### src/rtl/core/ssrs_pkg.sv
package ssrs_pkg;

    localparam int MAX_SAMPLES = 128;
    localparam int VAL_W       = 24;
    localparam int RANK_W      = 8;
    localparam int IDX_W       = $clog2(MAX_SAMPLES);
    localparam int CNT_W       = $clog2(MAX_SAMPLES + 1);
    localparam int RCNT_W      = (CNT_W > RANK_W) ? CNT_W : RANK_W;
    localparam int SUM_W       = VAL_W + CNT_W;
    localparam int SQ_W        = 2 * VAL_W;
    localparam int S2_W        = SQ_W + CNT_W;
    localparam int DIV_W       = S2_W;
    localparam int DIV_CNT_W   = $clog2(DIV_W + 1);
    localparam int SQRT_CNT_W  = $clog2(VAL_W + 1);
    localparam int QUEUE_DEPTH = 4;
    localparam int QPTR_W      = $clog2(QUEUE_DEPTH);
    localparam int QCNT_W      = $clog2(QUEUE_DEPTH + 1);
    localparam int OUT_DATA_W  = RANK_W + 3 * VAL_W;

    localparam logic OP_ADD    = 1'b0;
    localparam logic OP_FINISH = 1'b1;

    typedef struct packed {
        logic             op;
        logic [VAL_W-1:0] value;
    } entry_t;

    typedef enum logic [3:0] {
        ST_IDLE,
        ST_SCAN1,
        ST_MLOAD,
        ST_MCAND,
        ST_MSCAN,
        ST_DIV1,
        ST_DIV1W,
        ST_SCAN2,
        ST_DIV2,
        ST_DIV2W,
        ST_CMP,
        ST_CMP2,
        ST_SQRT,
        ST_SQRTW,
        ST_OUT
    } state_t;

endpackage

### src/rtl/core/ssrs_front.sv
module ssrs_front (
    input  logic                              aclk,
    input  logic                              aresetn,
    input  logic                              s_axis_tvalid,
    output logic                              s_axis_tready,
    input  logic [ssrs_pkg::VAL_W-1:0]        s_axis_tdata,  // sample_value
    input  logic                              s_axis_tuser,  // opcode
    output logic                              q_valid,
    input  logic                              q_ready,
    output ssrs_pkg::entry_t                  q_entry
);

    ssrs_pkg::entry_t                 queue_reg [ssrs_pkg::QUEUE_DEPTH];
    logic [ssrs_pkg::QPTR_W-1:0]      wr_ptr_reg, wr_ptr_next;
    logic [ssrs_pkg::QPTR_W-1:0]      rd_ptr_reg, rd_ptr_next;
    logic [ssrs_pkg::QCNT_W-1:0]      fill_reg, fill_next;
    logic [ssrs_pkg::CNT_W-1:0]       load_reg, load_next;
    logic                             accept, push, pop;

    assign s_axis_tready = (fill_reg != ssrs_pkg::QCNT_W'(ssrs_pkg::QUEUE_DEPTH));
    assign accept        = s_axis_tvalid && s_axis_tready;
    // drop adds once the set is full
    assign push          = accept && ((s_axis_tuser == ssrs_pkg::OP_FINISH) ||
                           (load_reg < ssrs_pkg::CNT_W'(ssrs_pkg::MAX_SAMPLES)));
    assign q_valid       = (fill_reg != '0);
    assign pop           = q_valid && q_ready;
    assign q_entry       = queue_reg[rd_ptr_reg];

    always_comb begin
        wr_ptr_next = push ? wr_ptr_reg + 1'b1 : wr_ptr_reg;
        rd_ptr_next = pop ? rd_ptr_reg + 1'b1 : rd_ptr_reg;
        fill_next   = fill_reg + ssrs_pkg::QCNT_W'(push) - ssrs_pkg::QCNT_W'(pop);
        load_next   = load_reg;
        if (push) begin
            if (s_axis_tuser == ssrs_pkg::OP_FINISH) begin
                load_next = '0;
            end else begin
                load_next = load_reg + 1'b1;
            end
        end
    end

    always_ff @(posedge aclk) begin
        if (!aresetn) begin
            wr_ptr_reg <= '0;
            rd_ptr_reg <= '0;
            fill_reg   <= '0;
            load_reg   <= '0;
        end else begin
            wr_ptr_reg <= wr_ptr_next;
            rd_ptr_reg <= rd_ptr_next;
            fill_reg   <= fill_next;
            load_reg   <= load_next;
        end
    end

    always_ff @(posedge aclk) begin
        if (push) begin
            queue_reg[wr_ptr_reg].op    <= s_axis_tuser;
            queue_reg[wr_ptr_reg].value <= s_axis_tdata;
        end
    end

endmodule

### config.mk
export PLATFORM = sky130hd
export DESIGN_NAME = ssrs_front
export DESIGN_NICKNAME = d
export VERILOG_FILES = /design/src/rtl/core/ssrs_pkg.sv /design/src/rtl/core/ssrs_front.sv
export SDC_FILE = /design/constraint.sdc
export NUM_CORES = 1
export LEC_CHECK = 0
export ABC_AREA = 0
export BUFFER_PORTS_ARGS = -buffer_cell sky130_fd_sc_hd__clkbuf_2
export CORE_MARGIN = 10
export CORE_UTILIZATION = 35
export DETAILED_ROUTE_END_ITERATION = 6
export GPL_TIMING_DRIVEN = 1
export PLACE_DENSITY = 0.54
export SLEW_MARGIN = 5
export SYNTH_ARGS = -nofsm -noshare
export SYNTH_HDL_FRONTEND = slang
export SYNTH_SLANG_ARGS = --single-unit
export TNS_END_PERCENT = 1
### constraint.sdc
create_clock -name aclk -period 3.17 [get_ports aclk]
set_input_delay 0.317 -clock aclk [delete_from_list [all_inputs] [get_ports aclk]]
set_output_delay 0.317 -clock aclk [all_outputs]
set_load 0.02 [all_outputs]
; ---- Word-level counts from Yosys, hierarchy flattened
; Memories as Yosys holds them, arrays and structs flattened. A register that Yosys moved wholly into a read port is not among the register bits.
; Index checks and enable logic that the tools add are counted.
[word_totals]
register_bits = 15
latch_bits = 0
ramBits = 100
rom_bits = 0
input_bits = 29
out_inout_bits = 27
memories = 1
[classes]
addsub = 5
n_mul = 0
div = 0
order_cmp = 1
n_eq_ne = 1
n_shift = 0
n_mux = 5
bitwise_logic = 0
reduce_logical = 5
[memory_table]
columns = name, depth, word_bits, rd, rd_ports_with_merged_regs, write_ports, line
row1 = queue_reg, 4, 25, 1, 1, 1, ssrs_front.sv:13  ; ssrs_pkg::entry_t queue_reg [ssrs_pkg::QUEUE_DEPTH];
[op_table]
columns = operator, count
row1 = "8-bit by 1-bit adder with 8-bit output, second input constant", 1
row2 = "8-bit < comparator, second input constant", 1
row3 = 8-bit two-way mux, 1
row4 = "2-bit by 1-bit adder with 2-bit output, second input constant", 2
row5 = 2-bit two-way mux, 2
row6 = 3-bit by 1-bit adder with 3-bit output, 1
row7 = 1-bit logical AND, 3
row8 = "3-bit inequality test, second input constant", 1
row9 = 3-bit nonzero test, 1
row10 = 3-bit by 1-bit subtractor with 3-bit output, 1
row11 = 1-bit two-way mux, 2
row12 = 1-bit logical OR, 1

; ---- Depth between registers and ports, before layout
; Gate-level depths: netlist of the first run.
[logic_depth]
word_depth = 5
depth_mapped = 10
depth_no_buf = 10

; ---- Worst setup path after synthesis of the first run
; Ideal clock, no wire load.
[synth_timing]
kind = flip-flop to flip-flop
startpoint = register fill_reg[2] (netlist name)
endpoint = register fill_reg[2] (netlist name)
arrival_time_ns = 2.108
path_slack_ns = 0.947
stages_incl_launch_ff = 11
path_buffers = 0
synth_period_minus_slack_ns = 2.223
cell_sequence = dfxtp_1 > nor3b_4 > nor3_4 > inv_4 > ha_1 > inv_1 > ha_1 > fa_1 > xnor2_1 > xnor2_1 > and2_1
[synth_between]
elab_chain_cells = 5
elab_cells_between_ends = 7
cone_classes = add/sub (2) / eq/ne (1) / reduce/logical (4)
[synth_lines]
columns = element, line
row1 = "start, declared", ssrs_front.sv:16  ; logic [ssrs_pkg::QCNT_W-1:0] fill_reg, fill_next;
row2 = "start signal, assigned", ssrs_front.sv:52  ; fill_reg <= fill_next;
row3 = 3-bit inequality test, ssrs_front.sv:20  ; assign s_axis_tready = (fill_reg != ssrs_pkg::QCNT_W'(ssrs_pkg::QUEUE_DEPTH));
row4 = 1-bit logical AND, ssrs_front.sv:21  ; assign accept = s_axis_tvalid && s_axis_tready;
row5 = 1-bit logical AND, ssrs_front.sv:23  ; assign push = accept && ((s_axis_tuser == ssrs_pkg::OP_FINISH) ||
row6 = 3-bit by 1-bit adder with 3-bit output, ssrs_front.sv:32  ; fill_next = fill_reg + ssrs_pkg::QCNT_W'(push) - ssrs_pkg::QCNT_W'(pop);
row7 = 3-bit by 1-bit subtractor with 3-bit output *, ssrs_front.sv:32
; Mark *: on every way between the ends. The rest lies on a longest branch, timed or not.
; A chain may end at the register's enable or synchronous reset.

==> results of run 1 <==
critical path, cell delays in order, from the launching register on:
cell and delay (ns):
dfxtp_2 0.61, buf_4 0.31, mux4_2 0.55, clkbuf_2 0.18
path summary, 6_finish.rpt:
| path | cells past startpoint | end | startpoint |
|---|---|---|---|
| worst max-delay path | 3 | q_entry[24] | flip-flop |
| worst min-delay path | 1 | queue_reg[2][17] | s_axis_tdata[17] |
| worst max register to register | 10 | fill_reg[2] | fill_reg[2] |
| worst min register to register | 2 | load_reg[7] | load_reg[7] |
kinds of logic after synthesis:
kind of cell	after synthesis	synth area share (%)
DFF	117	75.04
and+or+nand+nor	41	5.476
muxes	25	12.64
buffers and inverters	16	1.488
xor gates and xnor gates	9	1.769
adders and majority gates	8	2.415
AOI/OAI and AO/OA	7	1.179
where the power goes:
group	internal [W]	total, W	switching [W]
combinational	0.000447	0.00102	0.000576
sequential	0.00187	0.00196	0.0000922
clock	0.000967	0.00155	0.000588
per-layer routing:
metal / up-vias / share of wire (%)
met5: - / 0.11
met4: 2 / 1.6
met3: 11 / 7.1
met2: 64 / 46
met1: 1052 / 45
li1: 1025 / -
per-stage QoR:
| stage | hold WS [ns] | std cells | total power [W] | setup slack (ns) | util [%] |
|---|---|---|---|---|---|
| final | 0.1314 | 478 | 0.004535 | 0.7894 | 43.16 |
| after global routing | 0.1238 | 478 | 0.004773 | 0.6315 | 43.16 |
| after CTS | 0.1110 | 478 | 0.004620 | 0.6887 | 43.16 |
| after detailed placement | 0.4543 | 446 | 0.003052 | 0.7695 | 39.30 |
| after global placement | 0.4493 | 446 | 0.003044 | 0.8045 | 39.30 |
| after floorplan | 0.4159 | 223 | 0.002699 | 0.9475 | - |
Yosys cell counts (2+ instances only):
library cell / count
and2_1: 7
and2_2: 4
nor4_1: 4
xnor2_1: 8
buf_2: 3
ha_1: 7
dfxtp_1: 17
mux4_2: 25
a21boi_0: 2
edfxtp_1: 100
o31ai_1: 2
nand3_1: 3
inv_1: 7
clkbuf_1: 4
nor2_1: 6
nand2_1: 9
final cells by class:
| class | count | area share (%) |
|---|---|---|
| clock buffers | 22 | 8.189 |
| clock inverters | 10 | 0.7382 |
| inverters | 9 | 0.6690 |
| multi-input cells | 90 | 19.28 |
| flip-flops and latches | 117 | 61.66 |
| well taps | 172 | 3.968 |
| repair buffers | 58 | 5.490 |
==> out/results.md, run 1 <==
- 132.8 um — horizontal die dimension
- 0.80 ns — Worst R2R Setup Slack
- 4940 um2 — total cell area at the placement stage
- 836.1 nW/um2 — ratio of total power to cell area
- 1046 um2 — multi-input combinational cell area
- 0 — count of instances resized after the clock tree is built
- 4946 um — half-perimeter wire length after placement
- 100 — max FFs per register
- 4.506 — via density per instance
- 260 — Mapped Nets
- 1,125 — number of fillers in the final layout
- 100 — number of flops mapped to enable cells by yosys
- false — RSZ-0062 raised after global routing
- 117 — CTS sink cnt
- 0.004624 ns — clock skew after layout
- edfxtp_1, clkbuf_2, mux4_2 — commonest cells after routing, fill and taps aside
- 132.8 um — Die H
- 75.04% — sequential area share after synthesis
- 2,382 — via count of the first global-routing pass
- 0.05 ns — Worst-path clk slew
- met2 — most used routing layer
- 2 — CTS Buffer Depth
- 0 — DRC violation count after routing
- 0.7631 — routability congestion estimate
- edfxtp_1 — cell type contributing the most total cell area after synthesis
- 11.40% — routing usage on met1
- 21.74% — signed area change from the synthesized netlist to the final layout
- 13 — largest driver fanout on the critical path
- 0.7326 ns — slew at the pin closest to its max-slew limit
- 4 — count of TritonRoute iterations in the first routing pass
- 3344 um2 — Sequential cell area
- 0 — GRT Residual Overflow
- 0 ns — setup tns final
- 67.40% — Yosys top cell area share
- 117 — flop and latch count out of synthesis
- 0 — post-CTS repair timing setup buffer count
- 12,890 um — first-pass GRT wire length
- 0 — antenna cells
- 2.85 ns — required time worst endpoint
- 1.860 nW — Lkg Pwr
- edfxtp_1 — most common cell after layout, fill and taps aside
- 2,154 — count of vias placed by the detailed router
- 14.53% — routing usage on met2
- 36.93% — fraction of layout cells with a size suffix above 1
- 5.072% — met3 usage
- 17 — TritonCTS Buffers
- 0 — final antenna-violating net count
- 19.98 um2 — per-instance average area after synthesis
- 26 — largest net degree at the start of global routing
- 0 — cts hold-fix bufs
- flip-flop — kind of launch point of the worst setup path
- 4456 um2 — combined area of all synthesized cells
- 223 — Cells after Synth
- 0% — async set-reset flop share out of synthesis
- 9.731% — combined global-route utilization of all metal layers
- 56 — I/O Pins
- 8029 um — WL final
- 0.3795 mV — VDD IR-drop max
- 35.45% — starting density of the core
- 75.10% — fraction of the cycle the final worst path needs
- 17,640 um2 — area of the die
- 55 — total of buffers placed on input and output ports
- edfxtp_1, mux4_2, dfxtp_1 — cell types occupying the most area after synthesis
- 0 — number of hold-slack violations in the final timing report
- yes — CTS tree
- 12,570 um2 — Placeable Area
- 0 — Maximum Capacitance Violations
- 4 — total number of H-tree levels
- 2.06 ns — Arr. time, crit path
- 41 — Placement Rows
- reg2out — Crit Path Class
- 0 — count of synthesis-stage warnings from yosys
- finished clean — run status
- 420.1 MHz — fmax
- 5424 um2 — total non-filler cell area in the finished layout
- 0 — final count of negative-setup-slack endpoints
- edfxtp_1 — top_reg_cell synth
- 2.381 ns — shortest period the worst path allows
- 330 — final net count
- 1 — initial antenna violation count
- 0 — pins over their slew limit
- in2reg — type of the worst min-delay path
- 50.74% — relative max-transition margin
- output port — Worst Setup End Kind
- 124 — DRT iter0 DRCs
- 0.40 ns — latest clock arrival within the worst-skew pair
- clkbuf_16 — cell at the root of the clock tree
- 31 — distinct cell type count of the synthesized netlist
- 16.80 um — Routed wire per std cell
Note: power is estimated with default switching activity, not from simulation.
==> run 2, diff against run 1 <==
--- a/config.mk
+++ b/config.mk
@@ -5,13 +5,13 @@
 export SDC_FILE = /design/constraint.sdc
 export NUM_CORES = 1
 export LEC_CHECK = 0
-export ABC_AREA = 0
+export ABC_AREA = 1
 export BUFFER_PORTS_ARGS = -buffer_cell sky130_fd_sc_hd__clkbuf_2
 export CORE_MARGIN = 10
 export CORE_UTILIZATION = 35
 export DETAILED_ROUTE_END_ITERATION = 6
 export GPL_TIMING_DRIVEN = 1
-export PLACE_DENSITY = 0.54
+export PLACE_DENSITY = 0.56
 export SLEW_MARGIN = 5
 export SYNTH_ARGS = -nofsm -noshare
 export SYNTH_HDL_FRONTEND = slang
==> constraint.sdc (replaced) <==
create_clock -name aclk -period 1.9 [get_ports aclk]
set_input_delay 0.19 -clock aclk [delete_from_list [all_inputs] [get_ports aclk]]
set_output_delay 0.19 -clock aclk [all_outputs]
set_load 0.02 [all_outputs]
==> out/results.md, run 2 <==
- 55 — total of buffers placed on input and output ports
- edfxtp_1 — top_reg_cell synth
- 0.01611 ns — Worst Hold Slack
- 27.65% — fraction of layout cells with a size suffix above 1
- 0 — antenna cells
- 3,135 — via count of the first global-routing pass
- 41 — Placement Rows
- finished clean — run status
- 0 — Maximum Capacitance Violations
- 0.41 ns — latest clock arrival within the worst-skew pair
- 80.20% — relative max-transition margin
- -0.03973 ns — worst setup slack before clock tree synthesis
- yes — CTS tree
- 17 — TritonCTS Buffers
- 26 — distinct cell type count of the synthesized netlist
- flip-flop — kind of launch point of the worst setup path
- 0.01387 ns — clock skew after layout
- edfxtp_1 — cell with the most instances after synthesis
- 0.6650 mV — VDD IR-drop max
- 2 — CTS Buffer Depth
- 0% — async set-reset flop share out of synthesis
- 12,720 um2 — Placeable Area
- dfxtp_2 — Slowest-stage cell, CP
- 555.2 MHz — fmax
- reg2reg — Crit Path Class
- 635 — Non-Filler Instances
- 2 — largest driver fanout on the critical path
- 4 — count of TritonRoute iterations in the first routing pass
- 0.09900 ns — Worst Setup Slack, final
- 117 — flop and latch count out of synthesis
- 29.34% — signed area change from the synthesized netlist to the final layout
- 15.10 um — Routed wire per std cell
- 5852 um — half-perimeter wire length after placement
- 1.801 ns — shortest period the worst path allows
- 0.05 ns — Worst-path clk slew
- 0.1 ns — Worst R2R Setup Slack
- 487 — final net count
- edfxtp_1 — cell type contributing the most total cell area after synthesis
- 4 — total number of H-tree levels
- nor2_4 -> buf_4 -> nand2_4 -> nand3_4 -> ha_4 -> inv_2 -> ha_2 -> fa_2 -> xor2_1 -> nor2_1 — ordered cell list for the critical path
- 94.79% — fraction of the cycle the final worst path needs
- clkbuf_16 — cell at the root of the clock tree
- edfxtp_1, dfxtp_1, o21ai_0 — cell types occupying the most area after synthesis
- 1368 nW/um2 — ratio of total power to cell area
- 72.79% — sequential area share after synthesis
- flip-flop — Worst Setup End Kind
- 0.7581 — routability congestion estimate
- 36.10% — starting density of the core
- 587 — number of cells after detailed placement
- 29 — largest net degree at the start of global routing
- 134.6 um — horizontal die dimension
- 4.658 — via density per instance
- true — RSZ-0062 raised after global routing
- 0 — final count of negative-setup-slack endpoints
- 2.13 ns — Arr. time, crit path
- 183 — DRT iter0 DRCs
- 11.13% — combined global-route utilization of all metal layers
- 46.70% — core occupancy in the finished layout
- 361 — Cells after Synth
- 0 — DRC violation count after routing
- 2,958 — count of vias placed by the detailed router
- 15,710 um — first-pass GRT wire length
- in2reg — type of the worst min-delay path
- 134.6 um — Die H
- 2.23 ns — required time worst endpoint
- 2.229 nW — Lkg Pwr
- 0 — final antenna-violating net count
- 56 — I/O Pins
- 65.38% — Yosys top cell area share
- 100 — max FFs per register
- 0 — count of synthesis-stage warnings from yosys
- 12.72 um2 — per-instance average area after synthesis
- 4593 um2 — combined area of all synthesized cells
- 0 — initial antenna violation count
- edfxtp_1, nor2_1, o21ai_0 — most instantiated cells after synthesis
- 9590 um — WL final
- 117 — CTS sink cnt
- 398 — Mapped Nets
- edfxtp_1, nor2_1, clkbuf_2 — commonest cells after routing, fill and taps aside
- 0 — GRT Residual Overflow
- edfxtp_1 — most common cell after layout, fill and taps aside
- 0 — pins over their slew limit
- 100 — number of flops mapped to enable cells by yosys
- 0 — number of hold-slack violations in the final timing report
- 0.2969 ns — slew at the pin closest to its max-slew limit
- 0.35 ns — stage delay of the slowest cell on the critical path
- 18,110 um2 — area of the die
## run 2: cell types whose count changed after synthesis, sizes merged, moves of 4 or more
| cell | delta |
|---|---|
| o21ai | +53 |
| and2 | -11 |
| o22ai | +25 |
| nor2 | +61 |
| inv | +18 |
| buf | +4 |
| nor4 | -4 |
| clkbuf | +6 |
| mux4 | -25 |
| xnor2 | -8 |
| a21oi | +7 |
| nand2 | +15 |
## run 2: path summary, 6_finish.rpt
kind	cells after the start	to	from
hold reg to reg	2	load_reg[7]	load_reg[7]
hold / removal	1	queue_reg[3][9]	s_axis_tdata[9]
setup reg to reg	10	fill_reg[2]	fill_reg[0]
setup / recovery	10	fill_reg[2]	fill_reg[0]
## run 2: layout make-up
class                      count  area (um2)
inverter                      27       101.3
tap                          172       215.2
clock inverter                11       85.08
timing repair buffer          87       603.1
multi-input combinational    200        1127
clock buffer                  21       460.4
sequential                   117        3348
fill                        1179        6782
## run 2: through the flow
| stage | TNS [ns] | cell area [um2] | total power [W] |
|---|---|---|---|
| floorplan | -36.61 | 4593 | 0.004438 |
| global placement | 0 | 5200 | 0.005141 |
| detailed placement | -0.03973 | 5200 | 0.005180 |
| CTS | 0 | 5878 | 0.008121 |
| global route | -0.01607 | 5941 | 0.008582 |
| finish | 0 | 5941 | 0.008126 |
## run 2: power by group
part	switching, W	internal [W]	leakage [nW]
logic	0.00133	0.000725	0.909
clock network	0.00103	0.00184	0.263
registers	0.000106	0.00309	1.06
## run 2: cells by family (layout without fill, tap and decap cells)
logic type | Yosys count | after routing | synth area share (%)
buf+inv | 44 | 146 | 4.059
compound gates | 89 | 89 | 10.79
xor+xnor | 3 | 3 | 0.5722
simple gates | 100 | 100 | 9.453
flops | 117 | 117 | 72.79
fa+ha+maj | 8 | 8 | 2.343
## run 2: worst max-delay path, delay by kind of cell, from the launching register on
kind,cells,cell delay [ns]
xor+xnor,1,0.16
fa+ha+maj,3,0.78
flops,1,0.35
simple gates,4,0.28
buf+inv,2,0.16
## run 2: layer usage
metal | part of all wire, % | global-route usage (%)
met1 | 44 | 12.59
met2 | 50 | 18.16
met3 | 5.0 | 4.525
met4 | 1.1 | 4.837
met5 | 0 | 0
## run 2: repair_timing
action,in CTS,in global routing
endpoints found under the hold margin,47,0
endpoints found under the setup margin,8,5
pin swaps,1,6
hold buffers,12,0
buffers inserted,1,3
resized for setup,2,12
==> run 3, diff against run 2 <==
--- a/config.mk
+++ b/config.mk
@@ -7,11 +7,12 @@
 export LEC_CHECK = 0
 export ABC_AREA = 1
 export BUFFER_PORTS_ARGS = -buffer_cell sky130_fd_sc_hd__clkbuf_2
+export CORE_ASPECT_RATIO = 1.4
 export CORE_MARGIN = 10
 export CORE_UTILIZATION = 35
 export DETAILED_ROUTE_END_ITERATION = 6
 export GPL_TIMING_DRIVEN = 1
-export PLACE_DENSITY = 0.56
+export PLACE_DENSITY = 0.54
 export SLEW_MARGIN = 5
 export SYNTH_ARGS = -nofsm -noshare
 export SYNTH_HDL_FRONTEND = slang
==> constraint.sdc (replaced) <==
create_clock -name aclk -period 1.87 [get_ports aclk]
set_input_delay 0.187 -clock aclk [delete_from_list [all_inputs] [get_ports aclk]]
set_output_delay 0.187 -clock aclk [all_outputs]
set_load 0.02 [all_outputs]
==> out/results.md, run 3 (synthesis gave the netlist of run 2 again) <==
- finished clean — run status
- 3349 um2 — Sequential cell area
- 27.19% — fraction of layout cells with a size suffix above 1
- 491 — final net count
- 2.21 ns — required time worst endpoint
- 96.04% — fraction of the cycle the final worst path needs
- 1111 um2 — multi-input combinational cell area
- 18,170 um2 — area of the die
- 56 — I/O Pins
- flip-flop — kind of launch point of the worst setup path
- 4.782 — via density per instance
- 5921 um — half-perimeter wire length after placement
- 0 — initial antenna violation count
- fa_2 — Slowest-stage cell, CP
- 0 — DRC violation count after routing
- edfxtp_1, nor2_1, clkbuf_2 — commonest cells after routing, fill and taps aside
- 2 — CTS Buffer Depth
- in2reg — type of the worst min-delay path
- 2 — largest driver fanout on the critical path
- 0.07405 ns — Worst Setup Slack, final
- 2.276 nW — Lkg Pwr
- inv_1 — library cell appearing most often on the critical path
- 82.03% — relative max-transition margin
- flip-flop — Worst Setup End Kind
- edfxtp_1 — most common cell after layout, fill and taps aside
- 0 — GRT Residual Overflow
- 55 — total of buffers placed on input and output ports
- 117 — CTS sink cnt
- 0 — Maximum Capacitance Violations
- 0.6880 — routability congestion estimate
- 1425 nW/um2 — ratio of total power to cell area
- 100 — max FFs per register
- 1.796 ns — shortest period the worst path allows
- 0 — pins over their slew limit
- 12,870 um2 — Placeable Area
- 51 — largest net degree at the start of global routing
- 0 — antenna cells
- 17 — TritonCTS Buffers
- 15,730 um — first-pass GRT wire length
- 0.7241 mV — VDD IR-drop max
- reg2reg — Crit Path Class
- 2.14 ns — Arr. time, crit path
- 155.5 um — Die H
- 0.40 ns — latest clock arrival within the worst-skew pair
- 15.70 um — Routed wire per std cell
- 556.8 MHz — fmax
- 46.81% — core occupancy in the finished layout
- 5191 um2 — total cell area at the placement stage
- nor2_4 -> buf_4 -> nand2_4 -> nand3_4 -> ha_4 -> inv_1 -> ha_2 -> fa_2 -> nand2_1 -> inv_1 — ordered cell list for the critical path
- -0.05718 ns — worst setup slack before clock tree synthesis
- 568 — number of cells after detailed placement
- 9737 um — WL final
- 4 — count of TritonRoute iterations in the first routing pass
- 2,965 — count of vias placed by the detailed router
- clkbuf_16 — cell at the root of the clock tree
- 4 — total number of H-tree levels
- 0.06 ns — Worst-path clk slew
- 134 — DRT iter0 DRCs
- 116.8 um — horizontal die dimension
- 0.07 ns — Worst R2R Setup Slack
- 620 — Non-Filler Instances
- 6027 um2 — total non-filler cell area in the finished layout
- true — RSZ-0062 raised after global routing
- 0.2695 ns — slew at the pin closest to its max-slew limit
- 35.68% — starting density of the core
- yes — CTS tree
- 0.007975 ns — clock skew after layout
- 0 — number of hold-slack violations in the final timing report
- 0 ns — setup tns final
- 3,100 — via count of the first global-routing pass
- 31.22% — signed area change from the synthesized netlist to the final layout
- 49 — Placement Rows
- 0 — final count of negative-setup-slack endpoints
- 0.52 ns — stage delay of the slowest cell on the critical path
- 11.35% — combined global-route utilization of all metal layers
- 0 — final antenna-violating net count
- 1,155 — number of fillers in the final layout
run 3: changes by cell type in the layout (fill, tap and decap cells not counted), sizes merged:
cell,previous run,this run
bufinv,1,3
dlygate4sd3,12,18
inv,27,30
clkbuf,76,71
clkinv,7,6
buf,20,19
run 3: path summary, 6_finish.rpt:
| check | startpoint | to | depth (start not counted) |
|---|---|---|---|
| setup / recovery | fill_reg[1] | fill_reg[1] | 10 |
| hold / removal | s_axis_tdata[12] | queue_reg[2][12] | 1 |
| setup reg to reg | fill_reg[1] | fill_reg[1] | 10 |
| hold reg to reg | load_reg[7] | load_reg[7] | 2 |
run 3: cell type report:
type	instances	share of cell area, %
inverter	27	1.682
sequential	117	55.57
timing repair buffer	91	11.11
multi-input combinational	200	18.43
clock buffer	17	7.058
clock inverter	15	2.969
tap	153	3.176
run 3: routing by layer:
layer,track usage [%],vias to the layer above,share of wire [%]
met5,0,-,0
met2,19.20,49,52
met3,4.465,7,4.9
met4,3.896,0,0.89
li1,-,1481,-
met1,12.59,1428,42
run 3: critical path: cells and delay by family (launching register included):
family	cells	cell delay [ns]
simple gates	4	0.22
flops	1	0.36
fa+ha+maj	3	0.94
buf+inv	3	0.21
run 3: what timing repair did:
action                                  CTS  global route
hold endpoints to repair                 69             0
buffers inserted                          1             1
hold buffers                             18             0
pin swaps                                 1             1
resized for setup                         3             9
gates cloned                              0             0
endpoints found under the setup margin   10             9
run 3: through the flow:
step / hold slack (ns) / power, W
final: 0.01261 / 0.008590
after global routing: 0.007474 / 0.009071
after CTS: 0.005256 / 0.008651
after detailed placement: 0.4109 / 0.005313
after global placement: 0.4054 / 0.005271
after floorplan: 0.2805 / 0.004509
run 3: report_power, final:
part	internal, W	switching, W	total (W)
registers	0.00314	0.000108	0.00325
logic	0.000747	0.00134	0.00209
clock network	0.00210	0.00115	0.00325
